File: src/hdl/chse_pkg.sv
// Shared types and constants of the cubic Hermite spline evaluator.
`default_nettype none

package chse_pkg;

   localparam int COORD_BITS_DEF = 32;
   localparam int PARAM_FRAC_DEF = 16;
   localparam int AXIS_BITS      = 2;

   // Accept edge to the edge that takes the result.
   localparam int PIPE_LATENCY   = 9;

   typedef struct packed {
      logic                 vld;
      logic [AXIS_BITS-1:0] axis;
   } chse_ctl_type;

endpackage

`default_nettype wire

File: src/hdl/chse_basis.sv
// Basis stages: clamp t, form t^2 and t^3, then the four Hermite weights.
`default_nettype none

module chse_basis #(
   parameter int COORD_BITS = chse_pkg::COORD_BITS_DEF,
   parameter int PARAM_FRAC = chse_pkg::PARAM_FRAC_DEF
) (
   input  logic                         clock,
   input  logic                         reset,
   input  chse_pkg::chse_ctl_type       ctl_i,
   input  logic [PARAM_FRAC:0]          param_i,
   input  logic signed [COORD_BITS-1:0] p0_i,
   input  logic signed [COORD_BITS-1:0] p1_i,
   input  logic signed [COORD_BITS-1:0] m0_i,
   input  logic signed [COORD_BITS-1:0] m1_i,
   output chse_pkg::chse_ctl_type       ctl_o,
   output logic signed [PARAM_FRAC+2:0] h00_o,
   output logic signed [PARAM_FRAC+2:0] h01_o,
   output logic signed [PARAM_FRAC+2:0] h10_o,
   output logic signed [PARAM_FRAC+2:0] h11_o,
   output logic signed [COORD_BITS-1:0] p0_o,
   output logic signed [COORD_BITS-1:0] p1_o,
   output logic signed [COORD_BITS-1:0] m0_o,
   output logic signed [COORD_BITS-1:0] m1_o
);
   import chse_pkg::*;

   localparam int TW   = PARAM_FRAC + 1;
   localparam int WW   = PARAM_FRAC + 3;
   localparam int XW   = PARAM_FRAC + 4;
   localparam int NSTG = 4;
   localparam int CW   = 4 * COORD_BITS;

   localparam logic [TW-1:0]        ONE_T  = TW'(1) << PARAM_FRAC;
   localparam logic [2*TW-1:0]      HALF_P = (2*TW)'(1) << (PARAM_FRAC - 1);
   localparam logic signed [XW-1:0] ONE_X  = XW'(1) << PARAM_FRAC;

   chse_ctl_type ctl_ff [NSTG];
   logic [CW-1:0] crd_ff [NSTG];

   logic [TW-1:0] t1_ff, t1_in;
   logic [TW-1:0] t2_ff, sq2_ff, sq2_in;
   logic [TW-1:0] t3_ff, sq3_ff, cu3_ff, cu3_in;
   logic [2*TW-1:0] sq_prod, cu_prod;
   logic signed [XW-1:0] s1x, s2x, s3x;
   logic signed [XW-1:0] h00_x, h01_x, h10_x, h11_x;
   logic signed [WW-1:0] h00_ff, h01_ff, h10_ff, h11_ff;
   logic signed [WW-1:0] h00_in, h01_in, h10_in, h11_in;

   // t above one clamps to one
   assign t1_in = (param_i > ONE_T) ? ONE_T : param_i;

   // rounded squares and cubes, round half up
   assign sq_prod = t1_ff * t1_ff + HALF_P;
   assign sq2_in  = sq_prod[PARAM_FRAC +: TW];
   assign cu_prod = sq2_ff * t2_ff + HALF_P;
   assign cu3_in  = cu_prod[PARAM_FRAC +: TW];

   assign s1x = $signed({3'b000, t3_ff});
   assign s2x = $signed({3'b000, sq3_ff});
   assign s3x = $signed({3'b000, cu3_ff});

   always_comb begin
      h00_x  = (s3x <<< 1) - (s2x + (s2x <<< 1)) + ONE_X;
      h01_x  = (s2x + (s2x <<< 1)) - (s3x <<< 1);
      h10_x  = s3x - (s2x <<< 1) + s1x;
      h11_x  = s3x - s2x;
      h00_in = $signed(h00_x[WW-1:0]);
      h01_in = $signed(h01_x[WW-1:0]);
      h10_in = $signed(h10_x[WW-1:0]);
      h11_in = $signed(h11_x[WW-1:0]);
   end

   always_ff @(posedge clock) begin
      if (reset) begin
         for (int i = 0; i < NSTG; i++) begin
            ctl_ff[i] <= '0;
         end
      end else begin
         ctl_ff[0] <= ctl_i;
         for (int i = 1; i < NSTG; i++) begin
            ctl_ff[i] <= ctl_ff[i-1];
         end
      end
   end

   always_ff @(posedge clock) begin
      crd_ff[0] <= {p0_i, p1_i, m0_i, m1_i};
      for (int i = 1; i < NSTG; i++) begin
         crd_ff[i] <= crd_ff[i-1];
      end
      t1_ff  <= t1_in;
      t2_ff  <= t1_ff;
      sq2_ff <= sq2_in;
      t3_ff  <= t2_ff;
      sq3_ff <= sq2_ff;
      cu3_ff <= cu3_in;
      h00_ff <= h00_in;
      h01_ff <= h01_in;
      h10_ff <= h10_in;
      h11_ff <= h11_in;
   end

   assign ctl_o = ctl_ff[NSTG-1];
   assign h00_o = h00_ff;
   assign h01_o = h01_ff;
   assign h10_o = h10_ff;
   assign h11_o = h11_ff;
   assign p0_o  = $signed(crd_ff[NSTG-1][4*COORD_BITS-1:3*COORD_BITS]);
   assign p1_o  = $signed(crd_ff[NSTG-1][3*COORD_BITS-1:2*COORD_BITS]);
   assign m0_o  = $signed(crd_ff[NSTG-1][2*COORD_BITS-1:COORD_BITS]);
   assign m1_o  = $signed(crd_ff[NSTG-1][COORD_BITS-1:0]);

endmodule

`default_nettype wire

File: config.mk
export PLATFORM = sky130hd
export DESIGN_NAME = chse_basis
export DESIGN_NICKNAME = d
export VERILOG_FILES = /design/src/hdl/chse_pkg.sv /design/src/hdl/chse_basis.sv
export SDC_FILE = /design/constraint.sdc
export NUM_CORES = 2
export LEC_CHECK = 0
export BUFFER_PORTS_ARGS = -buffer_cell sky130_fd_sc_hd__buf_2
export CAP_MARGIN = 15
export CORE_AREA = 2 2 247 249
export DETAILED_ROUTE_END_ITERATION = 8
export DIE_AREA = 0 0 249 251
export GPL_TIMING_DRIVEN = 1
export PLACE_DENSITY = 0.87
export SLEW_MARGIN = 25
export SYNTH_ARGS = -nofsm -noshare
export SYNTH_HDL_FRONTEND = slang
export SYNTH_SLANG_ARGS = --single-unit
File: constraint.sdc
create_clock -name clock -period 15.33 [get_ports clock]
set_input_delay 3.066 -clock clock [delete_from_list [all_inputs] [get_ports clock]]
set_output_delay 3.066 -clock clock [all_outputs]
set_load 0.02 [all_outputs]
==> out/metrics.yaml <==
synth_common_cells: "dfxtp_1 (700), inv_1 (673), fa_1 (438)"
grt_antenna_before_repair: 7
io_buffers: 356
hold_path.class: "reg -> reg"
netlist.area_leader.share_pct: 39.4
synthesis.area_mm2: 0.0356
io_pins: 357
path_buf_inv: 5
worst_pin_slew_ps: 893
wirelength_um: 75800
ctsHoldBuffers: 0
clkSinkCount: 700
post-cts-setup-buffers: 0
setup_viol: 0
relSlewSlack_pct: 40.4
htree_num_levels: 3
viasPerCell: 5.07
cp_top_family: "adder cells"
holdWs_ps: 307
syn_inst: 3223
via_count: 22400
yosysTopAreaCell: "dfxtp_1"
instances_no_fill: 4421
maxCapViolations: 0
setup_tns_ps: 0
fp.dieW_um: 249
rows: 90
core_area_mm2: 0.0598
crit_slowest_cell: "dfxtp_1"
grt_pass1_wl_um: 121000
hp-start: "crd_ff[2][113]"
firstDrtPassIters: 6
area_delta_synth_final_pct: 13.9
drc: 0
first_global_vias: 24200
cts_tree: "built"
crit_chain: "nand2_1, fa_1, inv_1, fa_1, inv_1, fa_1, inv_1, fa_1, fa_1, inv_1, fa_1, inv_1, ha_1, a21o_1, a21o_1, a221o_1, o2111ai_1, nand2_1, a211oi_1, o21bai_1, xor2_1"
crit_top_cell: "fa_1"
cts_made_buffers: 67
worstSkewPairLatency_ps: 630
max_stage_delay_ps: 740
crit_path_end_kind: "flip-flop"
syn-mean-instance-area_um2: 11.0
gp_congestion: 0.909
yosysWarnings: 0
crit_arrival_ps: 7090
grt_usage_pct: 24.6
grt_setup_unrepaired: "no"
placed_cells: 4297
die_h_um: 251
die-area_mm2: 0.0625
synth.area.top_cells: "dfxtp_1 (39%), fa_1 (25%), ha_1 (11%)"
finalMaxSlewViolations: 0
crit_path_start: "t2_ff[9]"
drive_gt1_share_pct: 13.4
required_ps: 15810
clock_path_buffers: 3
fin_nets: 4494
path_class: "reg -> reg"
clock-root-buffer: "clkbuf_16"
grt_max_degree: 20
synth_edf_count: 0
r2r_start: "t2_ff[9]"
cp_max_fo: 18
fin_skew_ps: 47.4
syn_nets: 4133
synthMostInstantiatedCell: "dfxtp_1"
synth-seq-cells: 700
antenna_left: 0
run_status: "complete, no violations"
start_util_pct: 59.5
fmax_mhz: 151
hold_violations: 0
clk_pin_slew_worst_paths_ps: 60
finalCritPeriodShare_pct: 43.1
post-dp-hpwl_um: 57000
ys_seq_area_share_pct: 39.4
grt-ovfl-total: 0
cp-start-kind: "flip-flop"
first_iter_violations: 1284
period_minus_slack_ps: 6610
ctsResizeCount: 0
avgRoutedWirePerCell_um: 17.1
ys.flop_type: "dfxtp_1"
yosys.cell_types.count: 61
async_reset_ff_share_pct: 0
[worst register-to-register path, delay by kind of cell, from the launching register on]
family                   cells  cell delay (ps)
adder cells (fa/ha/maj)      7             3350
AO/OA/AOI/OAI                6             1580
flip-flops                   1              740
AND/OR/NAND/NOR              2              390
buffers and inverters        5              270
XOR/XNOR                     1              160
[path summary, 6_finish.rpt]
check | end | cells past startpoint | slack, ps
setup / recovery | cu3_ff[15] | 21 | 8720
hold / removal | crd_ff[3][113] | 0 | 310
setup reg to reg | cu3_ff[15] | 21 | 8720
hold reg to reg | crd_ff[3][113] | 0 | 310
[cell families after synthesis]
family | count (synthesis) | synth area share [%]
mux | 1 | 0.0317
fa+ha+maj | 760 | 36.0
simple gates | 669 | 9.44
compound gates | 235 | 4.36
buf+inv | 739 | 7.85
flops | 700 | 39.4
xor+xnor | 119 | 2.93
[placed cells by master, fill, tap and decap left out, types with 14 or more instances in the layout]
cell,netlist,layout
nor3_1,23,23
xnor2_1,87,87
o21ai_0,31,31
ha_1,322,322
xor2_1,32,32
dfxtp_1,700,700
fa_1,438,438
buf_2,0,356
a21o_1,35,35
and2_1,214,214
o21bai_1,14,14
clkbuf_8,0,17
o21a_1,15,15
a21oi_1,70,70
nand3_1,20,20
nand2_1,251,251
inv_1,673,673
nor2b_1,43,43
nor2_1,65,65
clkbuf_16,0,67
[layer usage]
layer,vias up,wire length (um),global-route usage [%]
li1,10500,-,-
met1,11000,29200,29.4
met2,809,38700,43.6
met3,165,5560,5.73
met4,8,2190,8.66
met5,-,79,0.541
[cell type report]
cell class                      instances  area [um2]
Fill cell                            4120       19300
Multi-Input combinational cell       1784       18800
Sequential cell                       700       14000
Inverter                              674        2530
Clock buffer                           89        1930
Timing Repair Buffer                  357        1790
Tap cell                              782         978
Clock inverter                         31         507
Antenna cell                            4        10.0
[sequential cells by signal, indices dropped and copies added (netlist names), 17 cells and up]
name / cells
h10_o: 19
h01_o: 19
crd_ff: 512
h00_o: 18
sq3_ff: 17
t3_ff: 17
t2_ff: 17
sq2_ff: 17
t1_ff: 17
cu3_ff: 17
h11_o: 18
[metrics by stage]
| stage | worst slack (ps) | area [um2] | util (%) |
|---|---|---|---|
| floorplan | 9310 | 35600 | - |
| global route | 8450 | 40500 | 67.8 |
| finish | 8720 | 40500 | 67.8 |
| detailed placement | 8870 | 38100 | 63.7 |
| global placement | 9020 | 38100 | 63.7 |
| CTS | 8740 | 40500 | 67.7 |
Power is not shown: default switching activity piles up to over one toggle a cycle in this logic, so the estimate is an artifact.
