### config.mk
export PLATFORM = sky130hd
export DESIGN_NAME = chse_round
export DESIGN_NICKNAME = d
export VERILOG_FILES = /design/src/hdl/chse_pkg.sv /design/src/hdl/chse_round.sv
export SDC_FILE = /design/constraint.sdc
export NUM_CORES = 1
export LEC_CHECK = 0
export BUFFER_PORTS_ARGS = -buffer_cell sky130_fd_sc_hd__buf_4
export CORE_MARGIN = 2
export CORE_UTILIZATION = 57
export DETAILED_ROUTE_END_ITERATION = 16
export PLACE_DENSITY = 0.83
export REMOVE_ABC_BUFFERS = 1
export SLEW_MARGIN = 5
export SYNTH_ARGS = -nofsm -noshare
export SYNTH_HDL_FRONTEND = slang
export SYNTH_SLANG_ARGS = --single-unit
### constraint.sdc
create_clock -name clock -period 7.5 [get_ports clock]
set_input_delay 1.125 -clock clock [delete_from_list [all_inputs] [get_ports clock]]
set_output_delay 1.125 -clock clock [all_outputs]
set_load 0.05 [all_outputs]
### src/hdl/chse_pkg.sv
// Shared types and constants of the cubic Hermite spline evaluator.
`default_nettype none

package chse_pkg;

   localparam int COORD_BITS_DEF = 32;
   localparam int PARAM_FRAC_DEF = 16;
   localparam int AXIS_BITS      = 2;

   // Accept edge to the edge that takes the result.
   localparam int PIPE_LATENCY   = 9;

   typedef struct packed {
      logic                 vld;
      logic [AXIS_BITS-1:0] axis;
   } chse_ctl_type;

endpackage

`default_nettype wire

### src/hdl/chse_round.sv
// Final add with round half up, scale back, saturate and drive the result.
`default_nettype none

module chse_round #(
   parameter int COORD_BITS = chse_pkg::COORD_BITS_DEF,
   parameter int PARAM_FRAC = chse_pkg::PARAM_FRAC_DEF
) (
   input  logic                                    clock,
   input  logic                                    reset,
   input  chse_pkg::chse_ctl_type                  ctl_i,
   input  logic signed [COORD_BITS+PARAM_FRAC+3:0] sum_a_i,
   input  logic signed [COORD_BITS+PARAM_FRAC+3:0] sum_b_i,
   output logic                                    strobe_o,
   output logic [chse_pkg::AXIS_BITS-1:0]          axis_o,
   output logic signed [COORD_BITS-1:0]            value_o,
   output logic                                    clipped_o
);
   import chse_pkg::*;

   localparam int SW = COORD_BITS + PARAM_FRAC + 4;
   localparam int AW = SW + 1;
   localparam int RW = AW - PARAM_FRAC;

   localparam logic signed [AW-1:0] HALF = AW'(1) << (PARAM_FRAC - 1);
   localparam logic signed [RW-1:0] CMAX = {{(RW-COORD_BITS+1){1'b0}}, {(COORD_BITS-1){1'b1}}};
   localparam logic signed [RW-1:0] CMIN = {{(RW-COORD_BITS+1){1'b1}}, {(COORD_BITS-1){1'b0}}};

   chse_ctl_type ctl_ff;
   logic signed [AW-1:0] acc;
   logic signed [RW-1:0] res_ff, res_in;

   logic                         strobe_ff;
   logic [AXIS_BITS-1:0]         axis_ff;
   logic signed [COORD_BITS-1:0] value_ff, value_in;
   logic                         clipped_ff, clipped_in;

   // arithmetic shift gives floor, so ties go toward plus infinity
   assign acc    = AW'(sum_a_i) + AW'(sum_b_i) + HALF;
   assign res_in = $signed(acc[AW-1:PARAM_FRAC]);

   always_comb begin
      if (res_ff > CMAX) begin
         value_in   = CMAX[COORD_BITS-1:0];
         clipped_in = 1'b1;
      end else if (res_ff < CMIN) begin
         value_in   = CMIN[COORD_BITS-1:0];
         clipped_in = 1'b1;
      end else begin
         value_in   = res_ff[COORD_BITS-1:0];
         clipped_in = 1'b0;
      end
   end

   always_ff @(posedge clock) begin
      if (reset) begin
         ctl_ff    <= '0;
         strobe_ff <= 1'b0;
      end else begin
         ctl_ff    <= ctl_i;
         strobe_ff <= ctl_ff.vld;
      end
   end

   always_ff @(posedge clock) begin
      res_ff     <= res_in;
      axis_ff    <= ctl_ff.axis;
      value_ff   <= value_in;
      clipped_ff <= clipped_in;
   end

   assign strobe_o  = strobe_ff;
   assign axis_o    = axis_ff;
   assign value_o   = value_ff;
   assign clipped_o = clipped_ff;

endmodule

`default_nettype wire

==> impl_metrics.py, run 1 <==
metrics = {
    "synthesis": {
        "yosysWarnings": 0,
        "yosysSeqAreaShare_pct": 29.2,
        "synth_top_family_by_area": "compound AO/OA/AOI/OAI gates",
        "synth_simple_gate_area_share_pct": 11.1,
        "synth_edf_count": 0,
        "synthesis.area_mm2": 0.00521,
        "synth_seq_cells": 76,
        "synth_top_area_cell": "dfxtp_1",
        "synth_area_leaders": "dfxtp_1 29%, ha_1 24%, a21o_1 8.8%",
        "yosys.area_share.xor_xnor_pct": 5.72,
        "synth_top_cell_area_share_pct": 29.2,
        "synth_compound_area_share_pct": 26.5,
        "synth-adder-area-share_pct": 24.3,
        "netlist_top_cells_count": "101 x ha_1, 76 x dfxtp_1, 61 x a21o_1",
        "synth-async-reset-ratio_pct": 0,
        "netlist_instances": 571,
        "synth_mux_area_share_pct": 0,
        "yosysUniqueCellTypes": 54,
        "yosysMostFrequentCell": "ha_1",
        "avgSynthCellArea_um2": 9.12,
        "synth_ff_type": "dfxtp_1",
    },
    "timing": {
        "rsz0062_at_grt": "false",
        "fin_crit_sh_pct": 46.5,
        "period_minus_slack_ns": 3.49,
        "finClkSkew_ns": 0.0120,
        "holdWs_ns": 0.330,
        "relSlewSlack_pct": 67.6,
        "worst_slew_pin_slew_ns": 0.484,
        "tns_ns": 0,
        "timing.final.ws_setup_ns": 4.01,
        "drv_slew": 0,
        "setup_viol": 0,
        "fmaxAchievable_mhz": 287,
        "hold_viol": 0,
    },
    "setup_path": {
        "worst_ep_arrival_time_ns": 3.76,
        "path_delay_family": "compound AO/OA/AOI/OAI gates",
        "path_buf_inv": 1,
        "crit_type": "input port to register",
        "critPathMostFrequentCell": "ha_1",
        "r2r_cells": 4,
        "cp_num_cells": 11,
        "endpoint_kind": "register",
        "cp_slowest_cell": "a31oi_2",
        "worstPathMaxFanout": 5,
        "path_cells": "buf_4, ha_1, ha_1, a21oi_1, o211ai_1, a211oi_2, o21ai_1, a31oi_2, o31ai_4, a31o_2, a311oi_1",
        "critPathMaxStageDelay_ns": 0.38,
        "required_ns": 7.77,
        "start_kind": "input port",
    },
    "placed_design": {
        "place_ws_ns": 3.67,
        "dp.cells": 804,
        "io_buffers": 144,
        "hpwl_mm": 10.2,
        "place_congestion": 0.917,
    },
    "hold_path": {
        "hold_depth": 0,
        "hold_class": "register to register",
    },
    "final_layout": {
        "final_core_util_pct": 74.1,
        "antenna_cells": 0,
        "seq_area_mm2": 0.00152,
        "synthToLayoutAreaGrowth_pct": 25.3,
        "drive_above_1_share_pct": 25.1,
        "final_nets": 917,
        "multi_input_area_mm2": 0.00353,
        "fillCellCount": 654,
        "layoutNonFillerInstCount": 820,
    },
    "detailed_routing": {
        "routed_via_density": 5.89,
        "route.detailed.drc": 0,
        "wl_per_cell_um": 15.2,
        "antenna_left": 0,
        "routed_wl_mm": 12.5,
        "drt_pre_antenna_iters": 5,
        "route.vias.total": 4833,
        "drt_iter0_drc": 245,
    },
    "global_routing": {
        "grt_pass1_wl_mm": 20.1,
        "grt_pass1_vias": 4628,
        "grt_use_total_pct": 25.0,
        "antenna_found_initial": 0,
        "grt-ovfl-total": 0,
        "grt_max_degree": 33,
    },
    "die": {
        "ioPinCount": 145,
        "rows": 34,
        "core_region_area_mm2": 0.00881,
        "die-area_mm2": 0.00992,
        "die_w_um": 99.6,
        "die_h_um": 99.6,
        "start_util_pct": 59.2,
    },
    "clock_tree": {
        "post-cts-setup-buffers": 0,
        "cts_made_buffers": 9,
        "cts_tree": "yes",
        "cts_hold_buf": 0,
        "htreeDepth": 3,
        "clkTransAtPathRegs_ns": 0.09,
        "clk_path_buf_depth": 2,
        "clock-sinks": 76,
        "clk_latency_ns": 0.36,
        "root_buffer": "clkbuf_8",
        "post_cts_resize_count": 0,
    },
    "power_and_ir_drop": {
        "power.density_mw_per_mm2": 249,
        "power.leakage_uw": 0.00340,
        "peakVddDrop_v": 0.000128,
    },
    "flow_run": {
        "drv_cap": 0,
    },
    "status": {
        "status": "finished clean",
    },
}
report_power, final:
group / leakage, µW / switching (µW) / internal, µW
clock: 0.0000886 / 166 / 125
sequential: 0.000640 / 38.3 / 524
combinational: 0.00267 / 485 / 286
total: 0.00340 / 690 / 935
registers in the layout, summed over array words and instances (netlist names):
register and flops:
strobe_o 1, clipped_o 1, axis_o 2, res_ff 37, value_o 32, ctl_ff 3
placed cells by master, fill, tap and decap left out, types with 10 or more instances in the layout:
cell type	count
a21o_1	61
a21oi_1	54
buf_4	146
dfxtp_1	76
ha_1	101
inv_1	16
nand2_1	46
nand3_1	10
nor2_1	24
o21ai_0	22
o21bai_1	10
xnor2_1	20
xor2_1	14
worst paths after layout:
path	start	to	slack, ns
max	sum_a_i[11]	res_ff[36]	4.01
min	ctl_ff[1]	axis_o[1]	0.33
max reg2reg	res_ff[35]	value_o[2]	6.25
min reg2reg	ctl_ff[1]	axis_o[1]	0.33
final cells by class:
| cell class | instances | share of cell area (%) |
|---|---|---|
| Clock inverter | 7 | 0.882 |
| Clock buffer | 9 | 1.90 |
| Sequential cell | 76 | 23.3 |
| Timing Repair Buffer | 146 | 16.8 |
| Multi-Input combinational cell | 458 | 54.1 |
| Inverter | 16 | 0.920 |
| Tap cell | 108 | 2.07 |
per-layer routing:
metal / vias to the layer above / GRT usage [%] / wire (µm)
met3: 30 / 4.15 / 802
met1: 2212 / 29.4 / 5290
met4: 0 / 10.4 / 310
met2: 201 / 45.1 / 6100
met5: - / 0 / 0
li1: 2390 / - / -
kinds of logic (layout without fill, tap and decap cells):
group | Yosys count | in the layout
buffers and inverters | 37 | 178
XOR/XNOR | 34 | 34
adder cells (fa/ha/maj) | 101 | 101
flip-flops | 76 | 76
AO/OA/AOI/OAI | 200 | 200
AND/OR/NAND/NOR | 123 | 123
stage by stage:
stage | area [µm²] | total power (µW)
global placement | 6340 | 1320
global route | 6530 | 1710
floorplan | 5110 | 1100
finish | 6530 | 1620
CTS | 6530 | 1630
detailed placement | 6340 | 1340
Power figures use the tool's default switching activity.
==> run 2: changes to the inputs <==
CORE_UTILIZATION = 53   (was 57)
PLACE_DENSITY = 0.78   (was 0.83)
clock period = 3.31 ns   (was 7.5 ns; I/O delays follow)
==> impl_metrics.py, run 2 (synthesis gave the netlist of run 1 again) <==
metrics = {
    "detailed_routing": {
        "antenna_left": 0,
        "drt_iter0_drc": 174,
        "drt_pre_antenna_iters": 4,
        "route.detailed.drc": 0,
        "wl_per_cell_um": 14.4,
        "routed_via_density": 5.53,
        "route.vias.total": 4696,
        "routed_wl_mm": 12.3,
    },
    "timing": {
        "tns_ns": 0,
        "finClkSkew_ns": 0.00809,
        "setup_viol": 0,
        "worst_slew_pin_slew_ns": 0.450,
        "period_minus_slack_ns": 2.92,
        "drv_slew": 0,
        "hold_viol": 0,
        "relSlewSlack_pct": 69.8,
        "fin_crit_sh_pct": 88.2,
        "fmaxAchievable_mhz": 342,
        "rsz0062_at_grt": "false",
        "timing.final.ws_setup_ns": 0.389,
    },
    "die": {
        "core_region_area_mm2": 0.00964,
        "die-area_mm2": 0.0106,
        "die_w_um": 103,
        "start_util_pct": 54.0,
        "ioPinCount": 145,
        "die_h_um": 103,
        "rows": 36,
    },
    "final_layout": {
        "drive_above_1_share_pct": 25.6,
        "layout_commonest_cell": "buf_4",
        "antenna_cells": 0,
        "final_cell_mix": "150 x buf_4, 101 x ha_1, 76 x dfxtp_1",
        "largest_reg_flops": 37,
        "synthToLayoutAreaGrowth_pct": 27.4,
        "layoutNonFillerInstCount": 849,
        "top_register": "res_ff",
        "final_nets": 921,
    },
    "power_and_ir_drop": {
        "combPwrFrac_pct": 45.6,
        "p_int_uw": 2290,
        "clkPwrFrac_pct": 21.1,
        "switchingPower_uw": 1520,
        "power.leakage_uw": 0.00344,
        "swShare_pct": 39.9,
        "finalPower_uw": 3820,
        "power.density_mw_per_mm2": 575,
        "pwr-share-seq_pct": 33.3,
        "peakVddDrop_v": 0.000307,
    },
    "placed_design": {
        "hpwl_mm": 10.1,
        "io_buffers": 144,
        "place_congestion": 0.919,
        "place_ws_ns": 0.0793,
        "dp.cells": 833,
    },
    "global_routing": {
        "grt_pass1_vias": 4451,
        "grt_max_degree": 33,
        "grt_use_total_pct": 23.7,
        "grt-ovfl-total": 0,
        "antenna_found_initial": 0,
        "grt_pass1_wl_mm": 20.0,
    },
    "flow_run": {
        "drv_cap": 0,
    },
    "setup_path": {
        "crit_type": "input port to register",
        "worst_ep_arrival_time_ns": 3.17,
        "r2r_start": "res_ff[35]",
        "start_kind": "input port",
        "r2r_slack_ns": 2.14,
        "r2r_cells": 4,
        "worstPathMaxFanout": 7,
        "required_ns": 3.56,
        "r2r_end": "value_o[30]",
        "endpoint_kind": "register",
    },
    "hold_path": {
        "hold_class": "input port to register",
        "worstHoldEndpoint": "ctl_ff[2]",
        "min_from": "reset",
        "hold_depth": 2,
    },
    "clock_tree": {
        "cts_tree": "yes",
        "clkTransAtPathRegs_ns": 0.08,
        "clk_latency_ns": 0.35,
        "clk_path_buf_depth": 2,
        "post-cts-setup-buffers": 0,
        "cts_made_buffers": 9,
        "root_buffer": "clkbuf_8",
        "cts_hold_buf": 0,
        "htreeDepth": 3,
        "clock-sinks": 76,
        "post_cts_resize_count": 0,
    },
    "status": {
        "status": "finished clean",
    },
}
run 2: cell types whose count changed in the layout (fill, tap and decap cells not counted), sizes merged:
cell and change:
buf +4, clkbuf +1, bufinv +2, inv -2, clkinv -1
run 2: worst max path at each step:
stage,start,endpoint,slack (ns),cells past startpoint
6_report,sum_a_i[10],res_ff[36],0.39,11
5_1_grt,sum_a_i[9],res_ff[36],0.27,11
4_1_cts,sum_a_i[9],res_ff[36],0.44,11
3_5_place_dp,sum_a_i[9],res_ff[36],0.08,11
3_3_place_gp,sum_a_i[10],res_ff[36],0.13,11
2_1_floorplan,sum_a_i[7],res_ff[27],0.59,10
run 2: per-stage QoR:
stage | utilization [%] | cell area [µm²] | hold WS [ns]
after CTS | 68.9 | 6640 | 0.302
after floorplan | - | 5110 | 0.310
after global placement | 66.5 | 6410 | 0.310
final | 68.9 | 6640 | 0.318
after global routing | 68.9 | 6640 | 0.316
after detailed placement | 66.5 | 6410 | 0.319
run 2: metal layers:
| metal | wire length (µm) | vias up | GRT usage (%) |
|---|---|---|---|
| li1 | - | 2396 | - |
| met1 | 5410 | 2133 | 29.6 |
| met2 | 5960 | 148 | 41.3 |
| met3 | 640 | 19 | 3.12 |
| met4 | 252 | 0 | 8.91 |
| met5 | 0 | - | 0 |
run 2: layout make-up:
class / count / area, µm²
clock buffer: 10 / 138
clock inverter: 6 / 95.1
fill: 829 / 3000
inverter: 16 / 60.1
multi-input combinational: 458 / 3530
sequential: 76 / 1520
tap: 133 / 166
timing repair buffer: 150 / 1130
run 2: power groups by stage:
stage / Sequential [µW] / Combinational [µW] / Clock (µW)
after floorplan: 1740 / 746 / 0
after global placement: 1290 / 1720 / 0
after detailed placement: 1300 / 1740 / 0
after CTS: 1280 / 1750 / 824
after global routing: 1300 / 1890 / 857
final: 1270 / 1740 / 804
run 2: worst max-delay path: stages:
cell	delay [ns]
buf_4	0.11
ha_1	0.29
ha_1	0.42
nand2_1	0.10
o211ai_1	0.26
a211oi_2	0.08
o21ai_1	0.39
a31oi_2	0.25
o31ai_4	0.35
a311oi_1	0.15
a311oi_1	0.29
